## src/bdlp_pkg.sv

```systemverilog
// Shared types and constants for the button debouncer with long-press detection.
// No dependencies.
package bdlp_pkg;

  localparam int NUM_THRESH     = 4;
  localparam int MAX_LONG_PRESS = 4;
  localparam int CNT_W          = 3;
  localparam int IDX_W          = 3;
  localparam int DATA_W         = 32;
  localparam int TIME_W         = 32;
  localparam int DEB_W          = 16;

  // Effective upper bound on the number of thresholds in use
  localparam logic [CNT_W-1:0] CNT_LIMIT =
    CNT_W'((MAX_LONG_PRESS < NUM_THRESH) ? MAX_LONG_PRESS : NUM_THRESH);

  // Configuration register indexes
  localparam logic [IDX_W-1:0] REG_ACTIVE_LOW  = 3'd0;
  localparam logic [IDX_W-1:0] REG_DEBOUNCE_MS = 3'd1;
  localparam logic [IDX_W-1:0] REG_LP_COUNT    = 3'd2;
  localparam logic [IDX_W-1:0] REG_LP_MS_0     = 3'd3;
  localparam logic [IDX_W-1:0] REG_LP_MS_1     = 3'd4;
  localparam logic [IDX_W-1:0] REG_LP_MS_2     = 3'd5;
  localparam logic [IDX_W-1:0] REG_LP_MS_3     = 3'd6;

  typedef struct packed {
    logic                                active_low;
    logic [DEB_W-1:0]                    settle_ms;
    logic [CNT_W-1:0]                    long_press_count;
    logic [NUM_THRESH-1:0][TIME_W-1:0]   long_press_ms;
  } cfg_t;

  typedef struct packed {
    logic                  press_event;
    logic [NUM_THRESH-1:0] long_fired_mask;
    logic                  pressed;
    logic                  stable_level;
  } result_t;

endpackage

```

## src/bdlp_cfg.sv

```systemverilog
// Configuration register file for the debouncer.
// Depends on bdlp_pkg.
module bdlp_cfg (
  input  logic                         clk,
  input  logic                         rst,
  input  logic                         cfg_we,
  input  logic [bdlp_pkg::IDX_W-1:0]   cfg_index,
  input  logic [bdlp_pkg::DATA_W-1:0]  cfg_data,
  output bdlp_pkg::cfg_t               cfg
);
  import bdlp_pkg::*;

  always_ff @(posedge clk) begin
    if (rst) begin
      cfg.active_low       <= 1'b1;
      cfg.settle_ms        <= 16'd50;
      cfg.long_press_count <= '0;
      cfg.long_press_ms[0] <= 32'd1000;
      cfg.long_press_ms[1] <= 32'd2000;
      cfg.long_press_ms[2] <= 32'd3000;
      cfg.long_press_ms[3] <= 32'd5000;
    end else if (cfg_we) begin
      case (cfg_index)
        REG_ACTIVE_LOW:  cfg.active_low       <= cfg_data[0];
        REG_DEBOUNCE_MS: cfg.settle_ms        <= cfg_data[DEB_W-1:0];
        REG_LP_COUNT:    cfg.long_press_count <= cfg_data[CNT_W-1:0];
        REG_LP_MS_0:     cfg.long_press_ms[0] <= cfg_data[TIME_W-1:0];
        REG_LP_MS_1:     cfg.long_press_ms[1] <= cfg_data[TIME_W-1:0];
        REG_LP_MS_2:     cfg.long_press_ms[2] <= cfg_data[TIME_W-1:0];
        REG_LP_MS_3:     cfg.long_press_ms[3] <= cfg_data[TIME_W-1:0];
        default: ;
      endcase
    end
  end

endmodule

```

## src/bdlp_core.sv

```systemverilog
// Debounce and long-press state with its one-pass update logic.
// Depends on bdlp_pkg.
module bdlp_core (
  input  logic                         clk,
  input  logic                         rst,
  input  logic                         step,
  input  logic                         raw,
  input  logic [bdlp_pkg::TIME_W-1:0]  now,
  input  bdlp_pkg::cfg_t               cfg,
  output bdlp_pkg::result_t            res
);
  import bdlp_pkg::*;

  logic                  last_raw, last_raw_next;
  logic [TIME_W-1:0]     raw_change_time, raw_change_time_next;
  logic                  debounced_level, debounced_level_next;
  logic                  pressed_flag, pressed_flag_next;
  logic [TIME_W-1:0]     press_start_time, press_start_time_next;
  logic [NUM_THRESH-1:0] fired_flags, fired_flags_next;

  logic [TIME_W-1:0]     since_change;
  logic [TIME_W-1:0]     held_old;
  logic [TIME_W-1:0]     held;
  logic [CNT_W-1:0]      count_sat;
  logic                  settled;
  logic                  press_begin;
  logic [NUM_THRESH-1:0] fire;
  logic [NUM_THRESH-1:0] fired_base;

  always_comb begin
    count_sat = (cfg.long_press_count > CNT_LIMIT) ? CNT_LIMIT : cfg.long_press_count;

    last_raw_next        = raw;
    raw_change_time_next = (raw != last_raw) ? now : raw_change_time;
    since_change         = now - raw_change_time_next;
    held_old             = now - press_start_time;

    settled = (since_change >= {{(TIME_W-DEB_W){1'b0}}, cfg.settle_ms}) &&
              (debounced_level != raw);
    press_begin = settled && (raw == ~cfg.active_low);

    debounced_level_next  = settled ? raw : debounced_level;
    pressed_flag_next     = settled ? press_begin : pressed_flag;
    press_start_time_next = press_begin ? now : press_start_time;
    fired_base            = press_begin ? '0 : fired_flags;
    // A press that starts now has zero held time
    held                  = press_begin ? '0 : held_old;

    for (int i = 0; i < NUM_THRESH; i++) begin
      fire[i] = pressed_flag_next && (CNT_W'(i) < count_sat) && !fired_base[i] &&
                (held >= cfg.long_press_ms[i]);
    end
    fired_flags_next = fired_base | fire;

    res.press_event     = press_begin;
    res.long_fired_mask = fire;
    res.pressed         = pressed_flag_next;
    res.stable_level    = debounced_level_next;
  end

  always_ff @(posedge clk) begin
    if (rst) begin
      last_raw         <= 1'b1;
      raw_change_time  <= '0;
      debounced_level  <= 1'b1;
      pressed_flag     <= 1'b0;
      press_start_time <= '0;
      fired_flags      <= '0;
    end else if (step) begin
      last_raw         <= last_raw_next;
      raw_change_time  <= raw_change_time_next;
      debounced_level  <= debounced_level_next;
      pressed_flag     <= pressed_flag_next;
      press_start_time <= press_start_time_next;
      fired_flags      <= fired_flags_next;
    end
  end

endmodule

```

## src/button_debounce_long_press_top.sv

```systemverilog
// Button debouncer with long-press detection, one poll per transfer.
// Path: a poll waits in the input register, then its result is loaded into the result register.
// Throughput: one poll per cycle while out_stall is low; the state update is a single combinational pass.
// Reset (rst, synchronous, active high): both registers empty, raw and stable level high,
// not pressed, fired flags clear, configuration back to its defaults.
// Depends on bdlp_pkg, bdlp_cfg and bdlp_core.
module button_debounce_long_press_top (
  input  logic                                clk,
  input  logic                                rst,
  // poll input channel
  input  logic                                in_valid,
  output logic                                in_stall,
  input  logic                                raw_level,
  input  logic [bdlp_pkg::TIME_W-1:0]         now_ms,
  // configuration write port
  input  logic                                cfg_we,
  input  logic [bdlp_pkg::IDX_W-1:0]          cfg_index,
  input  logic [bdlp_pkg::DATA_W-1:0]         cfg_data,
  // result channel
  output logic                                out_valid,
  input  logic                                out_stall,
  output logic                                press_event,
  output logic [bdlp_pkg::NUM_THRESH-1:0]     long_fired_mask,
  output logic                                pressed,
  output logic                                stable_level
);
  import bdlp_pkg::*;

  // Input register: one poll waiting for the state update
  logic              in_full;
  logic              raw_q;
  logic [TIME_W-1:0] now_q;

  // Result register
  result_t           res_q;
  result_t           res_comb;

  cfg_t              cfg;
  logic              in_take;
  logic              advance;

  // Move the held poll through the update when the result register is free
  // or is being drained this cycle.
  assign advance  = in_full && (!out_valid || !out_stall);
  // Stall only when the input register holds a poll that cannot move on.
  assign in_stall = in_full && !advance;
  assign in_take  = in_valid && !in_stall;

  bdlp_cfg u_cfg (
    .clk       (clk),
    .rst       (rst),
    .cfg_we    (cfg_we),
    .cfg_index (cfg_index),
    .cfg_data  (cfg_data),
    .cfg       (cfg)
  );

  // State commits exactly when the poll's result is captured.
  bdlp_core u_core (
    .clk  (clk),
    .rst  (rst),
    .step (advance),
    .raw  (raw_q),
    .now  (now_q),
    .cfg  (cfg),
    .res  (res_comb)
  );

  always_ff @(posedge clk) begin
    if (rst) begin
      in_full <= 1'b0;
    end else if (in_take) begin
      in_full <= 1'b1;
    end else if (advance) begin
      in_full <= 1'b0;
    end
  end

  // Payload of the input register: load on every transfer.
  always_ff @(posedge clk) begin
    if (in_take) begin
      raw_q <= raw_level;
      now_q <= now_ms;
    end
  end

  always_ff @(posedge clk) begin
    if (rst) begin
      out_valid <= 1'b0;
    end else if (advance) begin
      out_valid <= 1'b1;
    end else if (!out_stall) begin
      out_valid <= 1'b0;
    end
  end

  // Hold the result while stalled; load a new one on each advance.
  always_ff @(posedge clk) begin
    if (advance) begin
      res_q <= res_comb;
    end
  end

  assign press_event     = res_q.press_event;
  assign long_fired_mask = res_q.long_fired_mask;
  assign pressed         = res_q.pressed;
  assign stable_level    = res_q.stable_level;

endmodule

```

## config.mk

```make
export PLATFORM = sky130hd
export DESIGN_NAME = button_debounce_long_press_top
export DESIGN_NICKNAME = d
export VERILOG_FILES = /design/src/bdlp_pkg.sv /design/src/bdlp_cfg.sv /design/src/bdlp_core.sv /design/src/button_debounce_long_press_top.sv
export SDC_FILE = /design/constraint.sdc
export NUM_CORES = 1
export LEC_CHECK = 0
export BUFFER_PORTS_ARGS = -buffer_cell sky130_fd_sc_hd__buf_2
export CAP_MARGIN = 40
export CORE_MARGIN = 2
export CORE_UTILIZATION = 60
export DETAILED_ROUTE_END_ITERATION = 10
export GPL_TIMING_DRIVEN = 0
export PLACE_DENSITY = 0.87
export SKIP_LAST_GASP = 1
export SYNTH_ARGS = -nofsm -noshare
export SYNTH_HDL_FRONTEND = slang
export SYNTH_SLANG_ARGS = --single-unit
```

## constraint.sdc

```tcl
create_clock -name clk -period 10.01 [get_ports clk]
set_input_delay 0.5005 -clock clk [delete_from_list [all_inputs] [get_ports clk]]
set_output_delay 0.5005 -clock clk [all_outputs]
set_load 0.01 [all_outputs]
```

After elaboration in Yosys (flattened, before gate mapping)
Index checks and enable logic that the tools add are counted.
{"block": "op_classes", "bitwise_logic": 2, "magnitude_cmp": 10, "reduce_logical": 36, "eq_ne": 10, "div": 0, "n_mux": 10, "add_sub_neg": 2, "n_shift": 0, "n_mul": 0}
{"operator": "greater-or-equal comparator 32 bit", "n": 4}
{"operator": "two-way mux 32 bit", "n": 2}
{"operator": "subtractor 32 bit", "n": 2}
{"operator": "greater-or-equal comparator 32 x 16 -> 1 bit", "n": 1}
{"operator": "logical AND 1 bit", "n": 17}
{"operator": "AND reduction 2 bit", "n": 8}
{"operator": "== test 3 bit (second input constant)", "n": 3}
{"operator": "logical NOT 1 bit", "n": 8}
{"operator": "== test 3 x 2 -> 1 bit (second input constant)", "n": 2}
{"operator": "less-than comparator 1 x 3 -> 1 bit (first input constant)", "n": 2}
{"operator": "less-than comparator 2 x 3 -> 1 bit (first input constant)", "n": 2}
{"operator": "two-way mux 1 bit", "n": 6}
{"operator": "two-way mux 4 bit", "n": 1}
{"operator": "bitwise OR 4 bit", "n": 1}
{"operator": "== test 3 x 1 -> 1 bit (second input constant)", "n": 1}
{"operator": "greater-than comparator 3 bit (second input constant)", "n": 1}
{"operator": "logical NOT 3 bit", "n": 1}
{"operator": "two-way mux 3 bit", "n": 1}
{"operator": "inequality test 1 bit", "n": 2}
{"operator": "inequality test 2 x 1 -> 1 bit (second input constant)", "n": 1}
{"operator": "nonzero test 2 bit", "n": 1}
{"operator": "== test 1 bit", "n": 1}
{"operator": "logical OR 1 bit", "n": 1}
{"operator": "NOT 1 bit", "n": 1}
{"block": "word_totals", "out_inout_bits": 9, "regBits": 261, "romBits": 0, "ramBits": 0, "latchBits": 0, "word_cells": 91, "mem_count": 0}

Longest topological paths before layout
Gate-level depths: netlist (run 1).
{"block": "logic_depth", "ltp_word": 11, "mapped_depth": 45, "mapped_depth_nobuf": 41}

Modules after synthesis
Synthesis (run 1) repeated with hierarchy kept, for this count alone.
{"block": "hier_totals", "hier_cells": 2042, "area_unflattened_um2": 17697.0}
{"module": "bdlp_core", "seq_area_each_um2": 1421.4, "area_per_inst_um2": 10497.6, "cells_each": 1452, "n_inst": 1}
{"module": "bdlp_cfg", "seq_area_each_um2": 2962.8, "area_per_inst_um2": 5911.9, "cells_each": 540, "n_inst": 1}
{"module": "button_debounce_long_press_top", "seq_area_each_um2": 1241.2, "area_per_inst_um2": 1287.5, "cells_each": 50, "n_inst": 1}

Least setup slack after synthesis (run 1)
No wires, ideal clock.
{"block": "synth_timing", "path_kind": "register to register", "from": "reg raw_q", "to": "reg u_core.fired_flags[3]", "t_required_ns": 9.884, "stages_incl_launch_ff": 43, "period_less_slack_ns": 7.797, "t_arrival_ns": 7.670, "setup_slack_ns": 2.213, "cell_sequence": "edfxtp_1 > buf_6 > xnor2_4 > buf_2 > buf_2 > nand2_1 > o21ai_0 > ha_1 > inv_1 > ha_1 > a2111oi_0 > a21oi_1 > a21boi_1 > or3b_4 > a21oi_4 > xnor2_1 > ha_1 > nor2b_1 > [... 7 more ...] > a21oi_2 > clkbuf_1 > nor2_1 > ha_1 > a21o_1 > a21o_1 > a21o_1 > a21oi_1 > nor2b_1 > o21ai_0 > a21oi_1 > a2111oi_0 > o22ai_1 > or2_2 > a2111o_1 > nand2_1 > o32ai_1 > nor2b_1"}
{"block": "synth_via", "elab_chain_cells": 11, "word_cells_on_any_way": 17, "cone_classes": "add/sub: 1; order compare: 2; eq/ne: 3; mux: 4; bitwise: 1; reduce/logical: 6"}
{"item": "start: declaration", "line": "button_debounce_long_press_top.sv:31", "source": "logic raw_q;"}
{"item": "start signal: assignment", "line": "button_debounce_long_press_top.sv:82", "source": "raw_q <= raw_level;"}
{"item": "inequality test 1 bit (*)", "line": "bdlp_core.sv:34", "source": "raw_change_time_next = (raw != last_raw) ? now : raw_change_time;"}
{"item": "two-way mux 32 bit (*)", "line": "bdlp_core.sv:34"}
{"item": "via u_core.raw_change_time_next[0]", "line": "bdlp_core.sv:15", "source": "logic [TIME_W-1:0] raw_change_time, raw_change_time_next;"}
{"item": "subtractor 32 bit (*)", "line": "bdlp_core.sv:35", "source": "since_change = now - raw_change_time_next;"}
{"item": "greater-or-equal comparator 32 x 16 -> 1 bit (*)", "line": "bdlp_core.sv:38", "source": "settled = (since_change >= {{(TIME_W-DEB_W){1'b0}}, cfg.settle_ms}) &&"}
{"item": "logical AND 1 bit (*)", "line": "bdlp_core.sv:38"}
{"item": "parallel branches: the longest is 5 deep, another holds greater-or-equal comparator 32 bit"}
{"item": "bitwise OR 4 bit (*)", "line": "bdlp_core.sv:53", "source": "fired_flags_next = fired_base | fire;"}
{"item": "end signal: assignment", "line": "bdlp_core.sv:75", "source": "fired_flags <= fired_flags_next;"}
{"item": "end: declaration", "line": "bdlp_core.sv:19", "source": "logic [NUM_THRESH-1:0] fired_flags, fired_flags_next;"}
Mark *: on every way through the listed nets, which the timed path passes.
A chain may end at the register's enable or synchronous reset.

Worst setup path in the final report (run 1)
{"block": "layout_timing", "from": "reg raw_q", "to": "reg u_core.fired_flags[0]"}
The elaborated chain is that of the path after synthesis.

==> summary.txt, run 1 <==
Worst hold path
  • Min-delay worst type: in -> reg

Logic synthesis
  • Prevailing post-synth register cell: dfxtp_1
  • Syn. warnings: 0
  • Register area share after synthesis: 0.339
  • Top cell type's share of synthesized area: 0.267
  • Area contributors post-synth: dfxtp_1 27%, ha_1 14%, nand2_1 9.1%
  • Net count after synthesis: 2338
  • Post-synth top cells: 403 x nand2_1, 253 x a21oi_1, 221 x dfxtp_1
  • Post-synth ARST share: 0
  • Most common cell in the netlist: nand2_1
  • Syn Area/Cell: ~8 um2
  • Yosys reg bits: between 200 and 300
  • Post-synthesis cell count: 2072
  • Synth area leader: dfxtp_1
  • Post-synth EDFFs: 40
  • Post-synth cell types: 88
  • Mapped Area: between 15000 and 20000 um2

Power
  • Max rail drop VDD: 0.000147 V
  • Sw Ratio: 0.318
  • Pint: approximately 2.1 mW
  • Total Power Consumption: approximately 3 mW
  • Comb power frac: 0.267
  • Clk pwr share: 0.363
  • Pwr dens: around 170 nW/um2
  • Psw: slightly below 1 mW
  • Sequential share of power: 0.370
  • Leakage: around 7.5 nW

Floorplan
  • Initial Util: 0.613
  • Die Wd: ~170 um
  • # rows: 60
  • Die Ht: around 170 um
  • I/O pin total: 82
  • Core Area: 27000 um2
  • Die area: between 20000 and 30000 um2

Critical path
  • Reg2Reg Setup Slack: 0.37 ns
  • Crit path DAT: slightly above 10 ns
  • Critical path type: reg -> reg
  • Critical Path End Type: register
  • Delay-heaviest family, CP: compound AO/OA/AOI/OAI gates
  • Critical path startpoint category: register
  • Critical Path RT: around 10 ns
  • Max stage delay on crit path: approximately 0.6 ns
  • CP Max Fanout: 10
  • Crit-path slowest cell: a221oi_1
  • Worst path bufs/invs: 5

Cells and area
  • Layout Utilization: 0.684
  • Layout cells sized above 1: 0.0856
  • Non-Filler Instances: 2551
  • Final #Nets: between 2000 and 2500
  • Area Overhead vs Synth: 11.5%
  • Number of fill cells: between 2000 and 2500

Route
  • DR vias: between 15000 and 20000
  • Drt drc: 0
  • DR pass1 iterations: 6
  • Drt total wl: 48300 um
  • Routed Antenna Nets: 0
  • WL per Instance: ~19 um
  • Vias per cell: ~6
  • Starting DRT DRC Count: between 1500 and 2000

STA
  • Final Cycle Share: 0.963
  • Fmax: 104 MHz
  • Actual slew at the worst max-slew pin: a little under 1 ns
  • Final Hold Fails: 0
  • Worst setup margin: ~0.37 ns
  • Final Max Slew Viols: 0
  • Max Clock Skew: roughly 0.021 ns
  • Min Tclk post-route: slightly below 10 ns
  • # setup viols final: 0
  • Slew headroom: 0.360
  • Unrepaired setup endpoints after global routing: no

Clocking
  • Clock-pin slew on the worst setup and hold paths: around 0.070 ns
  • CTS tree: done
  • CTS sink count: 261
  • H-tree Lvls: 1
  • Root Buffer Master: clkbuf_16
  • Clock latency on the worst-skew pair: ~0.56 ns
  • # hold bufs at CTS: 0
  • Bufs on Longest Clock Path: 3
  • CTS Buf Count: 29

Status
  • Status: finished, final reports clean

Global route
  • Overflow after GRT: 0
  • Global-route wire length before repair: ~76000 um
  • Largest net degree at the start of global routing: 33
  • Vias in the first global route: ~15000
  • Initial antenna violation count: 0
  • Tot GR Track Use: 0.330

Place
  • # port buffers: 80
  • Worst slack at placement: -0.0670 ns
  • Placed insts: about 2500
  • Post-DP HPWL: 37000 um
  • Final Wtd Congestion: a little under 1

Flow run
  • Max Cap Viol: 0
==> logic make-up after synthesis <==
group,share of synthesized area
xor gates and xnor gates,0.0302
and+or+nand+nor,0.199
AOI/OAI and AO/OA,0.202
adders and majority gates,0.151
buffers and inverters,0.0633
DFF,0.339
muxes,0.0158
==> repair_timing <==
action	in CTS	in global routing
resized for setup	1	14
setup buffers	0	1
pin swaps	0	1
endpoints found under the setup margin	2	8
==> layer usage <==
layer  up-vias  routed length, um  global-route usage
li1       7394                  -                   -
met1      7249              19500               0.409
met2       698              21600               0.541
met3       200               4220              0.0640
met4         0               3020               0.184
met5         -                  0                   0
==> power by group through the flow <==
stage	clock network, mW	registers (mW)	logic (mW)
2_1_floorplan	0	1.15	0.565
3_3_place_gp	0	1.16	0.744
3_5_place_dp	0	1.16	0.781
4_1_cts	1.12	1.13	0.790
5_1_grt	1.16	1.14	0.898
6_report	1.11	1.14	0.818
==> worst reg2reg max path: cells and delay by family, from the launching register on <==
family / cells / cell delay (ns)
AO/OA/AOI/OAI: 17 / 3.60
XOR/XNOR: 2 / 0.47
adder cells (fa/ha/maj): 4 / 1.08
AND/OR/NAND/NOR: 12 / 2.75
flip-flops: 1 / 0.39
buffers and inverters: 5 / 1.20
==> state kept, by name, indices dropped and copies added (netlist names) <==
register	count
u_core.fired_flags	4
u_core.pressed_flag	1
now_q	32
long_fired_mask	4
pressed	1
u_cfg.cfg	148
raw_q	1
stable_level	1
in_full	1
u_core.raw_change_time	32
out_valid	1
press_event	1
u_core.last_raw	1
u_core.debounced_level	1
u_core.press_start_time	32
==> cell usage in the layout (no fill, tap or decap), drive strengths merged, types with 4 or more instances in the layout <==
cell and count:
clkinv 11, nand2 404, a31oi 10, a31o 4, a2111oi 4, nor2 119, nor3 14, nand3 22
o22ai 6, nor2b 36, or2 10, xor2 21, o211ai 8, clkbuf 101, nand4 28, o221ai 4
nand3b 19, a21o 69, and4 5, a21oi 256, and2 8, mux2i 25, ha 192, nand2b 34
and3 11, maj3 7, xnor2 34, inv 190, a211oi 36, or3 8, buf 99, dfxtp 221
a211o 18, o21ai 57, bufinv 5, o21a 8, o21bai 7, edfxtp 40
==> final timing paths <==
path	from	endpoint	cells after the start
min reg2reg	u_cfg.cfg[58]	u_cfg.cfg[58]	2
max	raw_q	u_core.fired_flags[0]	40
min	now_ms[21]	now_q[21]	1
max reg2reg	raw_q	u_core.fired_flags[0]	40
==> cell type report <==
| type | instances | area (um2) | area share |
|---|---|---|---|
| well taps | 341 | 427 | 0.0231 |
| inverters | 188 | 706 | 0.0382 |
| clock buffers | 33 | 741 | 0.0401 |
| repair buffers | 84 | 444 | 0.0240 |
| multi-input cells | 1540 | 9950 | 0.538 |
| clock inverters | 20 | 248 | 0.0134 |
| flip-flops and latches | 261 | 5630 | 0.304 |
| diodes | 1 | 2.50 | 0.000135 |
| plain buffers | 83 | 350 | 0.0189 |
==> per-stage QoR <==
stage	instance area, um2	setup TNS (ns)	hold WS, ns
2_1_floorplan	16600	0	0.436
3_3_place_gp	17400	0	0.442
3_5_place_dp	17400	-0.0670	0.446
4_1_cts	18400	0	0.107
5_1_grt	18500	0	0.105
6_report	18500	0	0.114
Note: power is estimated with default switching activity, not from simulation.
==> inputs of run 2 (changes only) <==
--- a/config.mk
+++ b/config.mk
@@ -7,6 +7,7 @@
 export LEC_CHECK = 0
 export BUFFER_PORTS_ARGS = -buffer_cell sky130_fd_sc_hd__buf_2
 export CAP_MARGIN = 40
+export CORE_ASPECT_RATIO = 1.5
 export CORE_MARGIN = 2
 export CORE_UTILIZATION = 60
 export DETAILED_ROUTE_END_ITERATION = 10
@@ -15,4 +16,5 @@
 export SKIP_LAST_GASP = 1
 export SYNTH_ARGS = -nofsm -noshare
 export SYNTH_HDL_FRONTEND = slang
+export SYNTH_HIERARCHICAL = 1
 export SYNTH_SLANG_ARGS = --single-unit
==> summary.txt, run 2 <==
Status
  • Status: finished, final reports clean

STA
  • Final Hold Fails: 0
  • Final Cycle Share: 0.975
  • Final Max Slew Viols: 0
  • Max Clock Skew: 0.0157 ns
  • Worst setup margin: 0.252 ns
  • Actual slew at the worst max-slew pin: 0.921 ns
  • Slew headroom: 0.386
  • Unrepaired setup endpoints after global routing: no
  • Fmax: between 100 and 150 MHz
  • # setup viols final: 0
  • Min Tclk post-route: between 9 and 10 ns

Floorplan
  • # rows: 77
  • I/O pin total: slightly above 80
  • Initial Util: 0.604
  • Core Area: 29300 um2
  • Die area: around 31000 um2
  • Die Wd: 144 um
  • Die Ht: roughly 210 um

Logic synthesis
  • Prevailing post-synth register cell: dfxtp_1
  • Post-synth ARST share: 0
  • Post-synth EDFFs: 40
  • Syn Area/Cell: between 8 and 9 um2
  • Mapped Area: about 18000 um2
  • Post-synth top cells: 221 x dfxtp_1, 195 x inv_1, 192 x ha_1, 192 x nand2b_1, 183 x mux2i_1
  • Synth area leader: dfxtp_1
  • Post-synth cell types: just under 90
  • Yosys reg bits: about 260
  • Top cell type's share of synthesized area: 0.250
  • Area contributors post-synth: dfxtp_1 25%, ha_1 14%, mux2i_1 10%
  • Register area share after synthesis: 0.318
  • Net count after synthesis: roughly 2300
  • Most common cell in the netlist: dfxtp_1
  • Post-synthesis cell count: 2042
  • Syn. warnings: 6

Clocking
  • Root Buffer Master: clkbuf_16
  • CTS tree: done
  • Clock-pin slew on the worst setup and hold paths: about 0.070 ns
  • H-tree Lvls: 1
  • CTS Buf Count: 28
  • Clock latency on the worst-skew pair: approximately 0.56 ns
  • CTS sink count: ~260
  • Bufs on Longest Clock Path: 3

Place
  • Final Wtd Congestion: between 0.9 and 1
  • Worst slack at placement: -0.492 ns
  • Placed insts: 2522
  • # port buffers: between 80 and 90
  • Post-DP HPWL: 38000 um

Cells and area
  • Most common cell after layout, fill and taps aside: dfxtp_1
  • Non-Filler Instances: roughly 2600
  • Number of fill cells: roughly 2300
  • Antenna diodes: 0
  • Biggest register: u_cfg/cfg
  • Max reg flops: 148
  • Final #Nets: between 2000 and 2500
  • Area Overhead vs Synth: 11.6%
  • Layout Utilization: 0.674
  • Most frequent cells in the layout: 221 x dfxtp_1, 195 x inv_1, 192 x nand2b_1, 191 x ha_1, 183 x mux2i_1
  • Layout cells sized above 1: 0.0927

Critical path
  • Critical path startpoint category: register
  • Crit path DAT: between 10 and 15 ns
  • Crit-path slowest cell: edfxtp_1
  • Critical Path End Type: register
  • Critical path type: reg -> reg
  • Critical Path RT: a little over 10 ns
  • Max stage delay on crit path: between 0.5 and 0.6 ns
  • CP Max Fanout: 19
  • Most Frequent Cell on Critical Path: o21ai_0

Global route
  • Global-route wire length before repair: between 70000 and 80000 um
  • Largest net degree at the start of global routing: 30
  • Vias in the first global route: 15500
  • Overflow after GRT: 0
  • Tot GR Track Use: 0.311
  • Initial antenna violation count: 0

Power
  • Max rail drop VDD: 0.000138 V
  • Psw: just under 1 mW
  • Pint: 2.15 mW
  • Total Power Consumption: roughly 3.1 mW
  • Sequential share of power: 0.360
  • Pwr dens: approximately 160 nW/um2
  • Comb power frac: 0.266
  • Clk pwr share: 0.373
  • Sw Ratio: 0.314
  • Leakage: 8.79 nW

Route
  • Routed Antenna Nets: 0
  • Vias per cell: roughly 5.9
  • DR pass1 iterations: 7
  • DR vias: about 15000
  • Starting DRT DRC Count: about 820
  • WL per Instance: 18.9 um
  • Drt total wl: 48600 um
  • Drt drc: 0

Worst hold path
  • Min-delay worst type: in -> reg

Flow run
  • Max Cap Viol: 0
==> run 2: changes by cell type after synthesis, moves of 15 or more <==
cell / before / now
mux2i_1: 25 / 183
a21oi_1: 253 / 139
clkbuf_1: 66 / 48
nand2b_1: 34 / 192
a211o_1: 18 / 1
nor2_1: 119 / 159
nand3b_1: 19 / 4
nor3_1: 13 / 28
nand3_1: 22 / 41
nand2_1: 403 / 115
==> run 2: layout make-up <==
cell class / count / area [um2] / area share
Tap cell: 395 / 494 / 0.0250
Clock inverter: 14 / 189 / 0.00957
Timing Repair Buffer: 86 / 447 / 0.0226
Buffer: 89 / 458 / 0.0232
Multi-Input combinational cell: 1496 / 10900 / 0.553
Sequential cell: 261 / 5630 / 0.285
Clock buffer: 38 / 875 / 0.0443
Inverter: 195 / 732 / 0.0371
==> run 2: stage by stage <==
step	hold slack, ns	area, um2	TNS [ns]
final	0.113	19700	0
after global routing	0.106	19700	0
after CTS	0.0951	19700	0
after detailed placement	0.447	18600	-2.35
after global placement	0.441	18600	-2.73
after floorplan	0.436	17700	0
==> run 2: logic make-up after synthesis <==
group / count (synthesis) / synth area share
AND/OR/NAND/NOR: 668 / 0.201
AO/OA/AOI/OAI: 385 / 0.139
buffers and inverters: 285 / 0.0672
flip-flops: 261 / 0.318
adder cells (fa/ha/maj): 199 / 0.140
multiplexers: 185 / 0.105
XOR/XNOR: 59 / 0.0300
==> run 2: critical path, delay by kind of cell (launching register included) <==
family                     cells  cell delay (ns)
xor gates and xnor gates       2             0.46
AOI/OAI and AO/OA             14             3.36
adders and majority gates      4             1.23
buffers and inverters          5             1.10
and+or+nand+nor               13             2.73
DFF                            1             0.58
==> run 2: metal layers <==
layer / vias to the layer above / global-route usage / part of all wire
met4: 0 / 0.212 / 0.078
met3: 214 / 0.0310 / 0.041
met2: 532 / 0.573 / 0.51
met5: - / 0 / 0
met1: 7147 / 0.323 / 0.37
li1: 7343 / - / -
==> run 2: power by group through the flow <==
stage | logic, mW | registers (mW) | clock network [mW]
final | 0.836 | 1.13 | 1.17
after global routing | 0.913 | 1.14 | 1.23
after CTS | 0.821 | 1.13 | 1.19
after detailed placement | 0.808 | 1.15 | 0
after global placement | 0.783 | 1.15 | 0
after floorplan | 0.590 | 1.15 | 0
==> run 2: repair_timing <==
item	in CTS	in global routing
endpoints found under the setup margin	8	8
setup buffers	1	0
pin swaps	1	0
hold buffers	0	0
resized for setup	5	4
==> run 2: final timing paths <==
path                                                   from                          end  slack, ns  depth (start not counted)
worst min-delay path                              now_ms[2]                     now_q[2]       0.11                          1
worst max-delay path                                  raw_q           long_fired_mask[0]       0.25                         38
worst max register to register                        raw_q           long_fired_mask[0]       0.25                         38
worst min register to register  u_core/press_start_time[19]  u_core/press_start_time[19]       0.45                          2
